===== config.mk =====
export PLATFORM = sky130hd
export DESIGN_NAME = key_autorepeat_edge_detect
export DESIGN_NICKNAME = d
export VERILOG_FILES = /design/src/design/kae_pkg.sv /design/src/design/kae_lane.sv /design/src/design/kae_merge.sv /design/src/design/key_autorepeat_edge_detect.sv
export SDC_FILE = /design/constraint.sdc
export NUM_CORES = 2
export LEC_CHECK = 0
export ABC_CLOCK_PERIOD_IN_PS = 7300
export BUFFER_PORTS_ARGS = -buffer_cell sky130_fd_sc_hd__buf_4
export CORE_ASPECT_RATIO = 0.7
export CORE_UTILIZATION = 60
export CTS_CLUSTER_DIAMETER = 200
export DETAILED_ROUTE_END_ITERATION = 8
export HOLD_SLACK_MARGIN = 0.12
export PLACE_DENSITY = 0.77
export SKIP_LAST_GASP = 1
export SYNTH_ARGS = -nofsm -noshare
export SYNTH_HDL_FRONTEND = slang
export SYNTH_SLANG_ARGS = --single-unit

===== constraint.sdc =====
create_clock -name i_clk -period 7.3 [get_ports i_clk]
set_input_delay 1.46 -clock i_clk [delete_from_list [all_inputs] [get_ports i_clk]]
set_output_delay 1.46 -clock i_clk [all_outputs]
set_load 0.005 [all_outputs]

===== src/design/kae_pkg.sv =====
// Shared types and constants for the key auto-repeat and edge detect block.
// Used by the lane, the output stage and the top level; depends on nothing.
package kae_pkg;

    localparam int CFG_DATA_BITS  = 16;
    localparam int CFG_INDEX_BITS = 8;
    localparam int ELAPSED_BITS   = 16;

    // Register indexes of the configuration port.
    localparam logic [CFG_INDEX_BITS-1:0] CFG_REPEAT_DELAY  = 8'd0;
    localparam logic [CFG_INDEX_BITS-1:0] CFG_REPEAT_PERIOD = 8'd1;

    localparam logic [CFG_DATA_BITS-1:0] REPEAT_DELAY_RESET  = 16'd400;
    localparam logic [CFG_DATA_BITS-1:0] REPEAT_PERIOD_RESET = 16'd180;

    typedef struct packed {
        logic [CFG_DATA_BITS-1:0] repeat_delay_ms;
        logic [CFG_DATA_BITS-1:0] repeat_period_ms;
    } t_repeat_cfg;

endpackage


===== src/design/kae_lane.sv =====
// One menu key lane: held time and repeat period counters with saturation.
// Depends on kae_pkg for the configuration struct and the elapsed time width.
module kae_lane
    import kae_pkg::*;
#(
    parameter int TIME_BITS = 16
) (
    input  logic                    i_clk,
    input  logic                    i_rst_n,
    input  logic                    i_fire,
    input  logic                    i_key,
    input  logic [ELAPSED_BITS-1:0] i_elapsed_ms,
    input  t_repeat_cfg             i_cfg,
    output logic                    o_on
);

    // Compare and add width: wide enough for either operand plus a carry.
    localparam int CW = ((TIME_BITS > CFG_DATA_BITS) ? TIME_BITS : CFG_DATA_BITS) + 1;

    logic [TIME_BITS-1:0] r_held, n_held;
    logic [TIME_BITS-1:0] r_period, n_period;
    logic [CW-1:0]        held_sum, period_sum, dt_ext;
    logic [TIME_BITS-1:0] held_sat, period_sat;

    assign dt_ext     = CW'(i_elapsed_ms);
    assign held_sum   = CW'(r_held) + dt_ext;
    assign period_sum = CW'(r_period) + dt_ext;
    // Any bit above the time width means the count passed its maximum.
    assign held_sat   = (held_sum[CW-1:TIME_BITS] != '0) ? '1 : held_sum[TIME_BITS-1:0];
    assign period_sat = (period_sum[CW-1:TIME_BITS] != '0) ? '1 : period_sum[TIME_BITS-1:0];

    always_comb begin
        n_held   = r_held;
        n_period = r_period;
        o_on     = 1'b0;
        priority if (!i_key) begin
            n_held   = '0;
            n_period = '0;
        end else if (r_held == '0) begin
            o_on   = 1'b1;
            n_held = held_sat;
        end else if (CW'(r_held) < CW'(i_cfg.repeat_delay_ms)) begin
            n_held = held_sat;
        end else if (i_cfg.repeat_period_ms == '0) begin
            o_on = 1'b1;
        end else if (r_period == '0) begin
            o_on     = 1'b1;
            n_period = period_sat;
        end else if (CW'(r_period) < CW'(i_cfg.repeat_period_ms)) begin
            n_period = period_sat;
        end else begin
            n_period = '0;
        end
    end

    always_ff @(posedge i_clk) begin
        if (!i_rst_n) begin
            r_held   <= '0;
            r_period <= '0;
        end else if (i_fire) begin
            r_held   <= n_held;
            r_period <= n_period;
        end
    end

endmodule


===== src/design/kae_merge.sv =====
// Merging stage: gathers the lane results and system pulses into one output
// word, held in a main register with a skid register behind it. Uses kae_pkg.
module kae_merge
    import kae_pkg::*;
#(
    parameter int MENU_KEY_COUNT   = 8,
    parameter int SYSTEM_KEY_COUNT = 2
) (
    input  logic                        i_clk,
    input  logic                        i_rst_n,
    input  logic                        i_valid,
    output logic                        o_stall,
    input  logic [MENU_KEY_COUNT-1:0]   i_menu_active,
    input  logic [SYSTEM_KEY_COUNT-1:0] i_system_pulse,
    output logic                        o_valid,
    input  logic                        i_stall,
    output logic [MENU_KEY_COUNT-1:0]   o_menu_active,
    output logic [SYSTEM_KEY_COUNT-1:0] o_system_pulse
);

    localparam int DW = MENU_KEY_COUNT + SYSTEM_KEY_COUNT;

    logic          r_main_valid, r_skid_valid;
    logic [DW-1:0] r_main, r_skid;
    logic          in_fire, out_fire;
    logic [DW-1:0] in_word;

    assign in_word  = {i_menu_active, i_system_pulse};
    assign o_stall  = r_skid_valid;
    assign in_fire  = i_valid && !r_skid_valid;
    assign out_fire = r_main_valid && !i_stall;

    always_ff @(posedge i_clk) begin
        if (!i_rst_n) begin
            r_main_valid <= 1'b0;
            r_skid_valid <= 1'b0;
        end else begin
            if (r_skid_valid) begin
                // No word is taken in while the skid is full.
                if (out_fire) begin
                    r_main_valid <= 1'b1;
                    r_skid_valid <= 1'b0;
                end
            end else if (in_fire) begin
                if (!r_main_valid || out_fire) begin
                    r_main_valid <= 1'b1;
                end else begin
                    r_skid_valid <= 1'b1;
                end
            end else if (out_fire) begin
                r_main_valid <= 1'b0;
            end
        end
    end

    always_ff @(posedge i_clk) begin
        if (r_skid_valid) begin
            if (out_fire) begin
                r_main <= r_skid;
            end
        end else if (in_fire) begin
            if (!r_main_valid || out_fire) begin
                r_main <= in_word;
            end else begin
                r_skid <= in_word;
            end
        end
    end

    assign o_valid        = r_main_valid;
    assign o_menu_active  = r_main[DW-1:SYSTEM_KEY_COUNT];
    assign o_system_pulse = r_main[SYSTEM_KEY_COUNT-1:0];

endmodule


===== src/design/key_autorepeat_edge_detect.sv =====
// Top level of the key auto-repeat and edge detect block.
// Instantiates one kae_lane per menu key and kae_merge; uses kae_pkg.
//
// Usage:
//   Input channel (i_in_valid / o_in_stall) takes one update word per tick:
//   held level of the menu keys and system keys plus elapsed milliseconds.
//   Output channel (o_out_valid / i_out_stall) gives one result word per
//   update: the menu keys active this update with auto-repeat applied, and a
//   one-update pulse for each system key that was newly pressed.
//   The configuration port (i_cfg_we, i_cfg_index, i_cfg_data) sets the
//   repeat delay (index 0) and the repeat period (index 1); other indexes
//   are ignored. Write it only while the block is idle.
// Timing:
//   A result is registered in the output stage, and one update can be
//   accepted every cycle while o_in_stall is low. Each menu key has its own
//   lane with its own adds and compares for the held and repeat timers.
//   The output register has a skid register behind it, so an update is still
//   taken while a result waits; o_in_stall rises only when both are full.
// Reset:
//   Clears all key timers and system key history, returns the registers to
//   a 400 ms delay and a 180 ms period, and empties the output stage.
module key_autorepeat_edge_detect
    import kae_pkg::*;
#(
    parameter int MENU_KEY_COUNT   = 8,
    parameter int SYSTEM_KEY_COUNT = 2,
    parameter int TIME_BITS        = 16
) (
    input  logic                        i_clk,
    input  logic                        i_rst_n,
    input  logic                        i_cfg_we,
    input  logic [CFG_INDEX_BITS-1:0]   i_cfg_index,
    input  logic [CFG_DATA_BITS-1:0]    i_cfg_data,
    input  logic                        i_in_valid,
    output logic                        o_in_stall,
    input  logic [MENU_KEY_COUNT-1:0]   i_menu_keys,
    input  logic [SYSTEM_KEY_COUNT-1:0] i_system_keys,
    input  logic [ELAPSED_BITS-1:0]     i_elapsed_ms,
    output logic                        o_out_valid,
    input  logic                        i_out_stall,
    output logic [MENU_KEY_COUNT-1:0]   o_menu_active,
    output logic [SYSTEM_KEY_COUNT-1:0] o_system_pulse
);

    t_repeat_cfg                 r_cfg;
    logic [SYSTEM_KEY_COUNT-1:0] r_system_held;
    logic [MENU_KEY_COUNT-1:0]   lane_on;
    logic [SYSTEM_KEY_COUNT-1:0] system_pulse;
    logic                        in_fire;

    assign in_fire = i_in_valid && !o_in_stall;

    always_ff @(posedge i_clk) begin
        if (!i_rst_n) begin
            r_cfg.repeat_delay_ms  <= REPEAT_DELAY_RESET;
            r_cfg.repeat_period_ms <= REPEAT_PERIOD_RESET;
        end else if (i_cfg_we) begin
            if (i_cfg_index == CFG_REPEAT_DELAY) begin
                r_cfg.repeat_delay_ms <= i_cfg_data;
            end else if (i_cfg_index == CFG_REPEAT_PERIOD) begin
                r_cfg.repeat_period_ms <= i_cfg_data;
            end
        end
    end

    // A system key pulses when it is held now and was released last update.
    assign system_pulse = i_system_keys & ~r_system_held;

    always_ff @(posedge i_clk) begin
        if (!i_rst_n) begin
            r_system_held <= '0;
        end else if (in_fire) begin
            r_system_held <= i_system_keys;
        end
    end

    for (genvar k = 0; k < MENU_KEY_COUNT; k++) begin : g_lane
        kae_lane #(
            .TIME_BITS(TIME_BITS)
        ) u_lane (
            .i_clk       (i_clk),
            .i_rst_n     (i_rst_n),
            .i_fire      (in_fire),
            .i_key       (i_menu_keys[k]),
            .i_elapsed_ms(i_elapsed_ms),
            .i_cfg       (r_cfg),
            .o_on        (lane_on[k])
        );
    end

    kae_merge #(
        .MENU_KEY_COUNT  (MENU_KEY_COUNT),
        .SYSTEM_KEY_COUNT(SYSTEM_KEY_COUNT)
    ) u_merge (
        .i_clk         (i_clk),
        .i_rst_n       (i_rst_n),
        .i_valid       (i_in_valid),
        .o_stall       (o_in_stall),
        .i_menu_active (lane_on),
        .i_system_pulse(system_pulse),
        .o_valid       (o_out_valid),
        .i_stall       (i_out_stall),
        .o_menu_active (o_menu_active),
        .o_system_pulse(o_system_pulse)
    );

endmodule


==> results.sh <==
export IMPL_outcome="finished clean"
export IMPL_htreeDepth=2
export IMPL_maxSlewHeadroom=0.105
export IMPL_die_h_um=183
export IMPL_rsz0062_at_grt="false"
export IMPL_critPathKind="in -> reg"
export IMPL_cp_common_cell="a211oi_1"
export IMPL_nets=3982
export IMPL_hold_class="reg -> reg"
export IMPL_netlist_area_sq_um=28000
export IMPL_setup_viol_count_final=0
export IMPL_ys_warn_count=0
export IMPL_post_cts_buffers=0
export IMPL_path_max_fanout=16
export IMPL_antenna_left=0
export IMPL_grt_usage=0.380
export IMPL_maxCapViolations=0
export IMPL_finalInstanceArea_sq_um=30100
export IMPL_gp_congestion=0.956
export IMPL_drtIter0Drc=2594
export IMPL_routed_via_density=6.73
export IMPL_fin_skew_ns=0.0266
export IMPL_grt_pass1_vias=25524
export IMPL_synthTopCellsByArea="ha_1, dfxtp_1, o21ai_0"
export IMPL_wl_per_cell_um=22.7
export IMPL_start_util=0.614
export IMPL_vias=27208
export IMPL_cp_data_required_time_ns=7.72
export IMPL_arrival_ns=4.74
export IMPL_fmax_mhz=231
export IMPL_synth_edf_count=20
export IMPL_synth_seq_area_share=0.231
export IMPL_cp_start_kind="input port"
export IMPL_io_pins=67
export IMPL_fin_tns_setup_ns=0
export IMPL_cts_sinks=312
export IMPL_synth_top_area_share=0.222
export IMPL_path_clk_slew_ns=0.06
export IMPL_reg2reg_slack_ns=3.35
export IMPL_drive_gt1_frac=0.0532
export IMPL_grt_max_degree=69
export IMPL_syn_avg_cell_area_sq_um=8.29
export IMPL_end_kind="flop"
export IMPL_dieArea_sq_um=47500
export IMPL_root_buffer="clkbuf_16"
export IMPL_drt_total_wl_mm=91.8
export IMPL_p_leak_nw=13.8
export IMPL_row_count=65
export IMPL_cts_tree="done"
export IMPL_yosysMostFrequentCell="ha_1"
export IMPL_synthCells=3374
export IMPL_max_stage_delay_ns=0.46
export IMPL_ys_flop_type="dfxtp_1"
export IMPL_yosysUniqueCellTypes=90
export IMPL_p_switching_mw=2.80
export IMPL_dpl_instance_area_sq_um=29000
export IMPL_synth_largest_area_cell="ha_1"
export IMPL_grt_pass1_wl_mm=141
export IMPL_yosys_top_cells_count="ha_1, nand2_1, nor2_1"
export IMPL_pwr_share_comb=0.428
export IMPL_power_frac_clock=0.258
export IMPL_whs_ns=0.475
export IMPL_die_w_um=260
export IMPL_syn_num_nets=3941
export IMPL_cp_slowest_cell="a211oi_1"
export IMPL_internal_power_mw=4.23
export IMPL_cts_buffers=36
export IMPL_ir_worst_vdd_v=0.000163
export IMPL_finalMaxSlewViolations=0
export IMPL_worst_pin_slew_ns=1.34
export IMPL_clk_latency_ns=0.56
export IMPL_cts_buffer_depth=3
export IMPL_powerDensity_nw_per_um2=234
export IMPL_drc=0
export IMPL_sequentialPowerShare=0.314
export IMPL_ys_ff_latch=312
export IMPL_antenna_found_initial=4
export IMPL_switching_share=0.399
export IMPL_cts_resized=0
export IMPL_core_region_area_sq_um=45500
export IMPL_area_growth_pct=7.62
export IMPL_finalCritPeriodShare=0.592
export IMPL_hold_buffers=0
export IMPL_first_pass_iters=9
export IMPL_gr_total_overflow=0
export IMPL_path_cells="buf_4, ha_1, fa_1, a211oi_1, o21ai_0, a211oi_1, o31ai_1, a31oi_1, o21ai_1, nor2_1, o2bb2ai_1"
export IMPL_dp_hpwl_mm=64.7
export IMPL_finalHoldViolations=0
export IMPL_async_flop_share=0
export IMPL_place_port_buffers=66
export IMPL_timing_final_crit_period_ns=4.32
[state kept, by name (all words and copies together) (netlist names)]
| name | cells |
|---|---|
| u_merge.r_main | 10 |
| u_merge.o_stall | 1 |
| u_merge.o_valid | 1 |
| r_cfg | 32 |
| u_merge.r_skid | 10 |
| g_lane.u_lane.r_period | 128 |
| g_lane.u_lane.r_held | 128 |
| r_system_held | 2 |
[routing by layer]
metal / vias to the layer above / part of all wire / track usage
met5: - / 0 / 0
met4: 0 / 0.046 / 0.161
met3: 273 / 0.11 / 0.0897
met2: 1239 / 0.41 / 0.568
met1: 12825 / 0.43 / 0.519
li1: 12871 / - / -
[power by group through the flow]
| stage | sequential, mW | clock [mW] | combinational (mW) |
|---|---|---|---|
| 5_1_grt | 2.23 | 1.88 | 3.32 |
| 6_report | 2.21 | 1.81 | 3.01 |
| 4_1_cts | 2.19 | 1.81 | 2.94 |
| 3_5_place_dp | 2.23 | 0 | 2.92 |
| 3_3_place_gp | 2.22 | 0 | 2.79 |
| 2_1_floorplan | 2.13 | 0 | 2.23 |
[logic make-up (layout without fill, tap and decap cells)]
group / after synthesis / after routing / synth area share
simple gates: 1103 / 1103 / 0.187
other cells: 0 / 4 / 0
fa+ha+maj: 512 / 512 / 0.233
buf+inv: 154 / 218 / 0.0224
flops: 312 / 312 / 0.231
mux: 49 / 49 / 0.0181
compound gates: 1074 / 1074 / 0.255
xor+xnor: 170 / 170 / 0.0533
[cell usage in the layout (no fill, tap or decap), types with 16 or more instances in the layout]
master,Yosys,final
nand2b_1,24,24
a21o_1,92,92
a221o_1,19,19
buf_4,1,73
a31oi_1,27,27
xnor2_1,120,120
edfxtp_1,20,20
ha_1,496,496
o2bb2ai_1,70,70
o21ai_1,27,28
fa_1,16,16
clkbuf_16,0,37
o21bai_1,32,32
o21ai_0,279,278
o211ai_1,30,30
inv_1,84,84
nand4_1,52,52
and3_1,23,23
a21boi_0,22,22
a21oi_1,216,216
xor2_1,50,50
a211oi_1,62,62
nor4_1,87,87
nor2_1,317,316
or3_1,22,22
dfxtp_1,292,292
nand2_1,318,318
mux2i_1,36,36
o21a_1,43,43
nor3_1,77,77
nor2b_1,59,59
a211o_1,18,18
nand3_1,61,61
[cell type report]
class / count / area (sq um)
Timing Repair Buffer: 73 / 548
Antenna cell: 4 / 10.0
Tap cell: 603 / 754
Inverter: 84 / 315
Fill cell: 3854 / 15500
Clock inverter: 10 / 77.6
Sequential cell: 312 / 6450
Clock buffer: 51 / 1050
Multi-Input combinational cell: 2908 / 20900
[final timing paths]
path         depth (start not counted)        startpoint                       endpoint
min reg2reg                          2  r_system_held[0]               r_system_held[0]
max reg2reg                         10         r_cfg[27]  g_lane[3].u_lane.r_period[12]
max                                 11   i_elapsed_ms[0]     g_lane[2].u_lane.r_held[2]
min                                  2  r_system_held[0]               r_system_held[0]
[critical path, delay by kind of cell]
| family | cells | cell delay, ns |
|---|---|---|
| compound gates | 7 | 1.95 |
| fa+ha+maj | 2 | 0.76 |
| buf+inv | 1 | 0.25 |
| simple gates | 1 | 0.28 |
[through the flow]
| stage | total power, mW | worst slack (ns) | util | instances |
|---|---|---|---|---|
| 3_5_place_dp | 5.15 | 2.51 | 0.636 | 3980 |
| 4_1_cts | 6.95 | 3.01 | 0.660 | 4041 |
| 2_1_floorplan | 4.36 | 3.32 | - | 3374 |
| 5_1_grt | 7.42 | 2.70 | 0.661 | 4043 |
| 6_report | 7.03 | 2.98 | 0.661 | 4045 |
| 3_3_place_gp | 5.01 | 2.63 | 0.636 | 3980 |
Power figures use the tool's default switching activity.
